`src/rtl/core/bfps_pkg.sv`:
```
// Package for the byte FIFO with pattern scan: transaction structs, codes, sizes.
// Depends on nothing; imported by byte_fifo_with_pattern_scan.
package bfps_pkg;

   localparam int DEPTH       = 16;
   localparam int MAX_PATTERN = 8;
   localparam int PTR_W       = $clog2(DEPTH);
   localparam int CNT_W       = $clog2(DEPTH + 1);
   localparam int FILL_W      = 5;
   localparam int THR_W       = 5;
   localparam int PAT_W       = 64;
   localparam int PAT_BYTES   = PAT_W / 8;
   localparam int J_W         = $clog2(PAT_BYTES);
   localparam int LEN_W       = 4;
   localparam int ADDR_W      = 5;
   localparam int DATA_W      = 64;

   typedef enum logic [1:0] {
      FUNC_WRITE = 2'd0,
      FUNC_READ  = 2'd1,
      FUNC_SCAN  = 2'd2,
      FUNC_NOP   = 2'd3
   } func_type;

   typedef enum logic [1:0] {
      STATUS_OK    = 2'd0,
      STATUS_FULL  = 2'd1,
      STATUS_EMPTY = 2'd2,
      STATUS_RSVD  = 2'd3
   } status_type;

   typedef enum logic [1:0] {
      REG_THRESHOLD = 2'd0,
      REG_PATTERN   = 2'd1,
      REG_LENGTH    = 2'd2,
      REG_NONE      = 2'd3
   } reg_index_type;

   typedef enum logic [1:0] {
      ST_IDLE,
      ST_READ,
      ST_SCAN
   } state_type;

   typedef struct packed {
      logic [1:0] func;
      logic [7:0] data_in;
   } req_type;

   typedef struct packed {
      logic [7:0]        read_data;
      logic              found;
      logic              available;
      logic [FILL_W-1:0] fill_level;
      logic [1:0]        status;
   } rsp_type;

endpackage

```
`src/rtl/core/byte_fifo_with_pattern_scan.sv`:
```
// Top level of the byte FIFO with pattern scan: command channel, result strobe, APB registers.
// Depends on bfps_pkg.
//
//   channel   handshake                      payload
//   req       start in, busy out             req_data  (bfps_pkg::req_type)
//   rsp       rsp_valid out                  rsp_data  (bfps_pkg::rsp_type)
//   csr       psel, penable, pwrite, pready  paddr, pwdata, prdata
//
// A write or a no-op finishes in the cycle it is accepted and its result appears the next cycle; busy stays low.
// A read of a held byte passes through ST_READ because the read data of the byte memory is
// registered; a read on empty finishes in the cycle it is accepted.
// A scan pops one byte per cycle until it finishes.
// Reset is synchronous and clears pointers, count, threshold and pattern, and sets the length to 1; no clearing pass.
// Each result shows for exactly one cycle; the receiver cannot stall it.
module byte_fifo_with_pattern_scan
   import bfps_pkg::*;
(
   input  logic              clock,
   input  logic              reset,
   input  logic              start,
   output logic              busy,
   input  req_type           req_data,
   output logic              rsp_valid,
   output rsp_type           rsp_data,
   input  logic              psel,
   input  logic              penable,
   input  logic              pwrite,
   input  logic [ADDR_W-1:0] paddr,
   input  logic [DATA_W-1:0] pwdata,
   output logic [DATA_W-1:0] prdata,
   output logic              pready
);

   logic [7:0]       mem [DEPTH];
   logic [7:0]       mem_q_ff;

   state_type        state_ff, state_in;
   logic [PTR_W-1:0] head_ff, head_in;
   logic [PTR_W-1:0] tail_ff, tail_in;
   logic [CNT_W-1:0] count_ff, count_in;
   logic [J_W-1:0]   j_ff, j_in;
   logic [THR_W-1:0] threshold_ff;
   logic [PAT_W-1:0] pattern_ff;
   logic [LEN_W-1:0] plen_ff;
   logic             rsp_valid_ff;
   rsp_type          rsp_data_ff;

   logic             accept, empty, full, push, pop, finish;
   logic             res_found;
   status_type       res_status;
   logic [7:0]       res_rdata;
   logic [LEN_W-1:0] plen_eff;
   logic [7:0]       pat_byte;
   logic             byte_hit, last_match;
   logic             csr_write;
   reg_index_type    csr_index;

   assign pready    = 1'b1;
   assign csr_index = reg_index_type'(paddr[4:3]);
   assign csr_write = psel & penable & pwrite & pready;

   assign accept = start & (state_ff == ST_IDLE);
   assign busy   = (state_ff != ST_IDLE);
   assign empty  = (count_ff == '0);
   assign full   = (count_ff == CNT_W'(DEPTH));

   always_comb begin
      if (plen_ff == '0) begin
         plen_eff = LEN_W'(1);
      end else if (plen_ff > LEN_W'(MAX_PATTERN)) begin
         plen_eff = LEN_W'(MAX_PATTERN);
      end else begin
         plen_eff = plen_ff;
      end
   end

   assign pat_byte   = pattern_ff[{j_ff, 3'b000} +: 8];
   assign byte_hit   = (mem_q_ff == pat_byte);
   assign last_match = ((LEN_W'(j_ff) + LEN_W'(1)) >= plen_eff);

   // outputs of the sequencer
   always_comb begin
      push       = 1'b0;
      pop        = 1'b0;
      finish     = 1'b0;
      res_found  = 1'b0;
      res_status = STATUS_OK;
      res_rdata  = '0;
      j_in       = j_ff;
      unique case (state_ff)
         ST_IDLE: begin
            if (accept) begin
               unique case (func_type'(req_data.func))
                  FUNC_WRITE: begin
                     finish = 1'b1;
                     if (full) begin
                        res_status = STATUS_FULL;
                     end else begin
                        push = 1'b1;
                     end
                  end
                  FUNC_READ: begin
                     if (empty) begin
                        finish     = 1'b1;
                        res_status = STATUS_EMPTY;
                     end else begin
                        pop = 1'b1;
                     end
                  end
                  FUNC_SCAN: begin
                     j_in = '0;
                     if (empty) begin
                        finish = 1'b1;
                     end else begin
                        pop = 1'b1;
                     end
                  end
                  default: begin
                     finish = 1'b1;
                  end
               endcase
            end
         end
         ST_READ: begin
            finish    = 1'b1;
            res_rdata = mem_q_ff;
         end
         ST_SCAN: begin
            if (byte_hit) begin
               if (last_match) begin
                  finish    = 1'b1;
                  res_found = 1'b1;
               end else if (empty) begin
                  finish = 1'b1;
               end else begin
                  pop  = 1'b1;
                  j_in = j_ff + J_W'(1);
               end
            end else if ((j_ff == '0) && !empty) begin
               pop = 1'b1;
            end else begin
               finish = 1'b1;
            end
         end
         default: begin
            finish = 1'b0;
         end
      endcase
   end

   // next state of the sequencer
   always_comb begin
      state_in = state_ff;
      unique case (state_ff)
         ST_IDLE: begin
            if (accept && pop) begin
               state_in = (func_type'(req_data.func) == FUNC_READ) ? ST_READ : ST_SCAN;
            end
         end
         ST_READ: begin
            state_in = ST_IDLE;
         end
         ST_SCAN: begin
            if (finish) begin
               state_in = ST_IDLE;
            end
         end
         default: begin
            state_in = ST_IDLE;
         end
      endcase
   end

   always_comb begin
      head_in  = head_ff;
      tail_in  = tail_ff;
      count_in = count_ff;
      if (push) begin
         tail_in  = (tail_ff == PTR_W'(DEPTH - 1)) ? '0 : tail_ff + PTR_W'(1);
         count_in = count_ff + CNT_W'(1);
      end
      if (pop) begin
         head_in  = (head_ff == PTR_W'(DEPTH - 1)) ? '0 : head_ff + PTR_W'(1);
         count_in = count_ff - CNT_W'(1);
      end
   end

   always_ff @(posedge clock) begin
      if (push) begin
         mem[tail_ff] <= req_data.data_in;
      end
      if (pop) begin
         mem_q_ff <= mem[head_ff];
      end
   end

   always_ff @(posedge clock) begin
      if (reset) begin
         state_ff     <= ST_IDLE;
         head_ff      <= '0;
         tail_ff      <= '0;
         count_ff     <= '0;
         j_ff         <= '0;
         rsp_valid_ff <= 1'b0;
      end else begin
         state_ff     <= state_in;
         head_ff      <= head_in;
         tail_ff      <= tail_in;
         count_ff     <= count_in;
         j_ff         <= j_in;
         rsp_valid_ff <= finish;
      end
   end

   always_ff @(posedge clock) begin
      if (finish) begin
         rsp_data_ff.read_data  <= res_rdata;
         rsp_data_ff.found      <= res_found;
         rsp_data_ff.available  <= (count_in > CNT_W'(threshold_ff));
         rsp_data_ff.fill_level <= FILL_W'(count_in);
         rsp_data_ff.status     <= res_status;
      end
   end

   always_ff @(posedge clock) begin
      if (reset) begin
         threshold_ff <= '0;
         pattern_ff   <= '0;
         plen_ff      <= LEN_W'(1);
      end else if (csr_write) begin
         unique case (csr_index)
            REG_THRESHOLD: threshold_ff <= pwdata[THR_W-1:0];
            REG_PATTERN:   pattern_ff   <= pwdata[PAT_W-1:0];
            REG_LENGTH:    plen_ff      <= pwdata[LEN_W-1:0];
            default:       plen_ff      <= plen_ff;
         endcase
      end
   end

   always_comb begin
      unique case (csr_index)
         REG_THRESHOLD: prdata = DATA_W'(threshold_ff);
         REG_PATTERN:   prdata = DATA_W'(pattern_ff);
         REG_LENGTH:    prdata = DATA_W'(plen_ff);
         default:       prdata = '0;
      endcase
   end

   assign rsp_valid = rsp_valid_ff;
   assign rsp_data  = rsp_data_ff;

endmodule
```
`config.mk`:
```
export PLATFORM = sky130hd
export DESIGN_NAME = byte_fifo_with_pattern_scan
export DESIGN_NICKNAME = d
export VERILOG_FILES = /design/src/rtl/core/bfps_pkg.sv /design/src/rtl/core/byte_fifo_with_pattern_scan.sv
export SDC_FILE = /design/constraint.sdc
export NUM_CORES = 1
export LEC_CHECK = 0
export BUFFER_PORTS_ARGS = -buffer_cell sky130_fd_sc_hd__buf_2
export CAP_MARGIN = 20
export CORE_MARGIN = 8
export CORE_UTILIZATION = 57
export CTS_CLUSTER_DIAMETER = 100
export DETAILED_ROUTE_END_ITERATION = 8
export PLACE_DENSITY = 0.77
export REMOVE_ABC_BUFFERS = 1
export SETUP_SLACK_MARGIN = 0.2
export SYNTH_ARGS = -nofsm -noshare
export SYNTH_HDL_FRONTEND = slang
export SYNTH_SLANG_ARGS = --single-unit
export TNS_END_PERCENT = 5
```
`constraint.sdc`:
```
create_clock -name clock -period 5.35 [get_ports clock]
set_input_delay 1.07 -clock clock [delete_from_list [all_inputs] [get_ports clock]]
set_output_delay 1.07 -clock clock [all_outputs]
set_load 0.03 [all_outputs]
```
Yosys cells after proc, flatten, opt, wreduce, memory -nomap -nowiden
Memories as Yosys holds them, arrays and structs flattened. A register that Yosys moved wholly into a read port is not among the register bits.
Cells that the tools add are included.
{"block": "word_totals", "register_bits": 109, "latch_bits": 0, "mem_bits_rw": 128, "mem_bits_ro": 0, "output_inout_bits": 84, "memories": 1}
{"name": "mem", "words": 16, "width": 8, "rd": 1, "rd_ports_with_merged_regs": 1, "wr": 1, "line": "byte_fifo_with_pattern_scan.sv:34", "rtl": "logic [7:0] mem [DEPTH];"}
{"block": "classes", "add_sub_neg": 6, "mul": 0, "div_mod_pow": 0, "magnitude_cmp": 3, "eq_ne": 17, "n_shift": 1, "n_mux": 41, "n_bitwise": 3, "n_reduce_logical": 19}
{"cell": "$pmux W64 S3", "count": 1}
{"cell": "$shiftx A64 B7 Y8", "count": 1}
{"cell": "$mux W1", "count": 20}
{"cell": "$mux W4", "count": 4}
{"cell": "$mux W3", "count": 5}
{"cell": "$reduce_and A2 Y1", "count": 6}
{"cell": "$mux W5", "count": 2}
{"cell": "$ne A2 B2 Y1 const B", "count": 5}
{"cell": "$add A4 B1 Y4 const B", "count": 2}
{"cell": "$eq A4 B4 Y1 const B", "count": 2}
{"cell": "$eq A8 B8 Y1", "count": 1}
{"cell": "$mux W2", "count": 4}
{"cell": "$pmux W2 S2", "count": 2}
{"cell": "$eq A2 B1 Y1 const B", "count": 3}
{"cell": "$eq A2 B2 Y1 const B", "count": 3}
{"cell": "$logic_not A2 Y1", "count": 3}
{"cell": "$pmux W3 S2", "count": 1}
{"cell": "$reduce_and A6 Y1", "count": 1}
{"cell": "$add A5 B1 Y5 const B", "count": 1}
{"cell": "$eq A5 B5 Y1 const B", "count": 1}
{"cell": "$gt A5 B5 Y1", "count": 1}
{"cell": "$logic_not A5 Y1", "count": 1}
{"cell": "$sub A5 B1 Y5 const B", "count": 1}
{"cell": "$add A3 B1 Y4 const B", "count": 1}
{"cell": "other kinds (13)", "count": 18}

Logic depth before layout (Yosys ltp)
{"block": "depth", "depth_word": 10, "mapped_depth": 20}

Worst setup path after synthesis
OpenSTA, ideal clock, no wires.
{"block": "synth_path", "kind": "register -> register", "startpoint": "register j_ff[0]", "endpoint": "register rsp_data_ff, in the netlist rsp_data[7] (data pin)", "setup_time_ns": 0.261, "arrival_ns": 4.145, "required_ns": 5.089, "path_slack_ns": 0.944, "stages_incl_launch_ff": 21, "n_path_buf": 3, "synth_period_minus_slack_ns": 4.406, "path_cell_list": "dfxtp_1 -> buf_6 -> buf_4 -> inv_1 -> ha_1 -> ha_1 -> a21o_1 -> a21o_1 -> a2111oi_0 -> nand4_1 -> nand3_4 -> buf_6 -> mux2i_1 -> o31a_1 -> ha_1 -> nor2b_1 -> o21a_1 -> o21ai_0 -> nand2b_1 -> a21oi_1 -> a31oi_1"}
{"block": "synth_between", "elab_chain_cells": 7}
{"item": "start, declared", "line": "byte_fifo_with_pattern_scan.sv:41", "rtl": "logic [J_W-1:0] j_ff, j_in;"}
{"item": "start signal, assigned", "line": "byte_fifo_with_pattern_scan.sv:210", "rtl": "j_ff <= j_in;"}
{"item": "branches (longest 3 deep; another with $shiftx A64 B7 Y8)"}
{"item": "$mux W1 (*)", "line": "byte_fifo_with_pattern_scan.sv:129", "rtl": "if (byte_hit) begin"}
{"item": "$pmux W1 S2 (*)", "line": "byte_fifo_with_pattern_scan.sv:90", "rtl": "unique case (state_ff)"}
{"item": "$mux W5 (*)", "line": "byte_fifo_with_pattern_scan.sv:182", "rtl": "if (pop) begin"}
{"item": "named net count_in[1]", "line": "byte_fifo_with_pattern_scan.sv:40", "rtl": "logic [CNT_W-1:0] count_ff, count_in;"}
{"item": "$gt A5 B5 Y1 (*)", "line": "byte_fifo_with_pattern_scan.sv:219", "rtl": "rsp_data_ff.available <= (count_in > CNT_W'(threshold_ff));"}
{"item": "end, declared", "line": "byte_fifo_with_pattern_scan.sv:46", "rtl": "rsp_type rsp_data_ff;"}
Mark *: on every way through the listed nets, which the timed path passes.
A chain may end at the register's enable or synchronous reset.

Final worst setup path
Same ends and word-level chain as after synthesis.

==> metrics.txt <==
IO Pins ~170; final setup TNS 0 ns; Final ANT Viol Nets 0; Max-Cap Viols 0; input/output buffers 164; Slew Limit Fails 0; router iterations before antenna repair 5; root buffer cell clkbuf_16; Peak VDD IR 0.000326 V; Commonest cells post-synth edfxtp_1, nand2_1, dfxtp_1, a21oi_1, and2_1; Initial Utilization 0.582; yosys warns 0; synthesized instance count 872; Slew HR 0.410; post_cts resized 0; Skew-Pair Late Insertion Delay 0.52 ns; Tot Pwr ~4.3 mW; Wirelength per Cell slightly below 20 µm; Leak around 4.7 nW; status completed; total grt overflow 0; Final Hold Viols 0; fill count roughly 1400; synth unique cells between 50 and 60; first-pass GRT wire length just under 40 mm; CTS buffer count 25; critical path class flop to flop; asr flop ratio synth 0; n_diodes 0; fin crit period ~4.6 ns; DR iter-0 viols ~440; share of the synthesized area in the top cell type 0.422; drt total wl around 25 mm; HPWL Detailed around 17 mm; CTS sink count 245; setup violators final 0; #FFs+latches synth ~250; Hold Buf Count CTS 0; Slew @ Worst Pin 0.882 ns; critical-path maximum fanout 21; Crit. End Element flop; final worst path period share 0.861; full die area 23800 µm²; P&R area growth vs syn 16.0%; Syn Area/Cell approximately 12 µm²; die width 154 µm; pin count of the biggest net entering global routing between 70 and 80; vias in the first global route 7191; pwr dens around 340 nW/µm²; unrepaired setup endpoints after global routing false; sequential cell area between 6000 and 7000 µm²; antenna violations before repair 0; core outline area ~19000 µm²; clk_skew between 0.015 and 0.02 ns; Arrival @ worst endpoint between 4 and 5 ns; Die Height 154 µm; Post-synth top flop edfxtp_1; Post-CTS Setup Repair Bufs 0; gpl congestion approximately 0.84; mapped cell area roughly 11000 µm²; count leader, synth edfxtp_1; total track usage 0.204; CP required around 5.6 ns; cell accounting for the most synthesized area edfxtp_1; fraction of layout cells with a size suffix above 1 0.263; H-tree levels 1; Worst Hold Class flop to flop; row cnt 50; Fmax roughly 220 MHz; Max Buffers Root-to-Sink 3; Seq/Total Area, Yosys 0.591; CTS tree built; EDFF count, synth between 150 and 200; DR vias just over 7000; Multi-input gate area between 4000 and 5000 µm²; DR DRC count 0; largest cells by area after synthesis edfxtp_1, dfxtp_1, mux4_2; vias per cell between 5 and 6; clk slew on worst S/H paths around 0.060 ns; Setup crit start kind flop; nets@finish about 1100
final cells by class:
cell class | count | area share
clock buffer | 35 | 0.0540
clock inverter | 9 | 0.00554
sequential | 245 | 0.509
tap | 234 | 0.0232
inverter | 16 | 0.00475
timing repair buffer | 178 | 0.0733
multi-input combinational | 559 | 0.330
worst paths after layout:
path | slack [ns] | start | cells past startpoint | to
max | 0.75 | j_ff[0] | 17 | rsp_data[7]
min | 0.46 | pattern_ff[14] | 2 | pattern_ff[14]
max reg2reg | 0.75 | j_ff[0] | 17 | rsp_data[7]
min reg2reg | 0.46 | pattern_ff[14] | 2 | pattern_ff[14]
logic make-up after synthesis:
group / after synthesis / synth area share
compound gates: 112 / 0.0623
xor+xnor: 12 / 0.00965
fa+ha+maj: 21 / 0.0241
buf+inv: 68 / 0.0270
flops: 245 / 0.591
mux: 89 / 0.139
other cells: 1 / 0.000344
simple gates: 324 / 0.147
layout by cell type, fill, tap and decap left out, types with 3 or more instances in the layout:
| master | count |
|---|---|
| buf_2 | 164 |
| edfxtp_1 | 153 |
| nand2_1 | 150 |
| dfxtp_1 | 91 |
| and2_1 | 72 |
| a21oi_1 | 72 |
| mux4_2 | 45 |
| nor2_1 | 39 |
| mux2i_1 | 31 |
| clkbuf_16 | 25 |
| ha_1 | 21 |
| inv_1 | 16 |
| buf_4 | 14 |
| mux2_2 | 8 |
| o21ai_0 | 8 |
| xor2_1 | 8 |
| nor2b_1 | 8 |
| nor3_1 | 8 |
| clkbuf_1 | 8 |
| nand2b_1 | 7 |
| nand4_1 | 6 |
| or3_1 | 6 |
| nor3b_1 | 5 |
| and4_1 | 5 |
| clkinv_1 | 5 |
| nand3_1 | 4 |
| xnor2_1 | 4 |
| o31a_1 | 4 |
| mux4_1 | 3 |
| a21o_1 | 3 |
| and3_1 | 3 |
critical path, stage by stage (launching register included):
cell and delay [ns]:
dfxtp_1 0.35, buf_4 0.27, ha_1 0.26, xor2_1 0.17, ha_1 0.25, a21o_1 0.16, a2111oi_0 0.78, nand4_1 0.33
nand3_4 0.35, mux2i_1 0.27, o31a_1 0.20, ha_1 0.24, nor2b_1 0.13, o21a_1 0.16, o21ai_0 0.16, nand2b_1 0.07
a21oi_1 0.13, a31oi_1 0.05
metal layers:
layer  vias to the layer above  wire (µm)  GRT usage
met5                         -          0          0
met4                         0        656     0.0579
met3                        48       1790     0.0471
met2                       255      12200      0.346
met1                      3518      10500      0.259
li1                       3458          -          -
power by group:
group          internal [mW]  leakage [nW]  switching, mW  total, mW
clock network          0.934         0.362          0.694       1.63
registers               2.08          2.14         0.0345       2.12
logic                  0.204          2.19          0.312      0.515
total                   3.22          4.69           1.04       4.26
per-stage QoR:
stage | cells | utilization | hold slack [ns] | cell area [µm²] | worst slack [ns]
after detailed placement | 1232 | 0.635 | 0.456 | 11900 | 0.756
after floorplan | 820 | - | 0.434 | 10700 | 0.379
after global routing | 1276 | 0.676 | 0.484 | 12600 | 0.325
final | 1276 | 0.676 | 0.464 | 12600 | 0.746
after CTS | 1276 | 0.676 | 0.464 | 12600 | 0.734
after global placement | 1232 | 0.635 | 0.450 | 11900 | 0.843
flip-flops by register name, indices dropped and copies added (netlist names):
signal / count
mem_q_ff: 8
state_ff: 2
mem: 128
j_ff: 3
count_ff: 5
threshold_ff: 5
head_ff: 4
rsp_data: 17
plen_ff: 4
rsp_valid: 1
tail_ff: 4
pattern_ff: 64
Note: power is estimated with default switching activity, not from simulation.
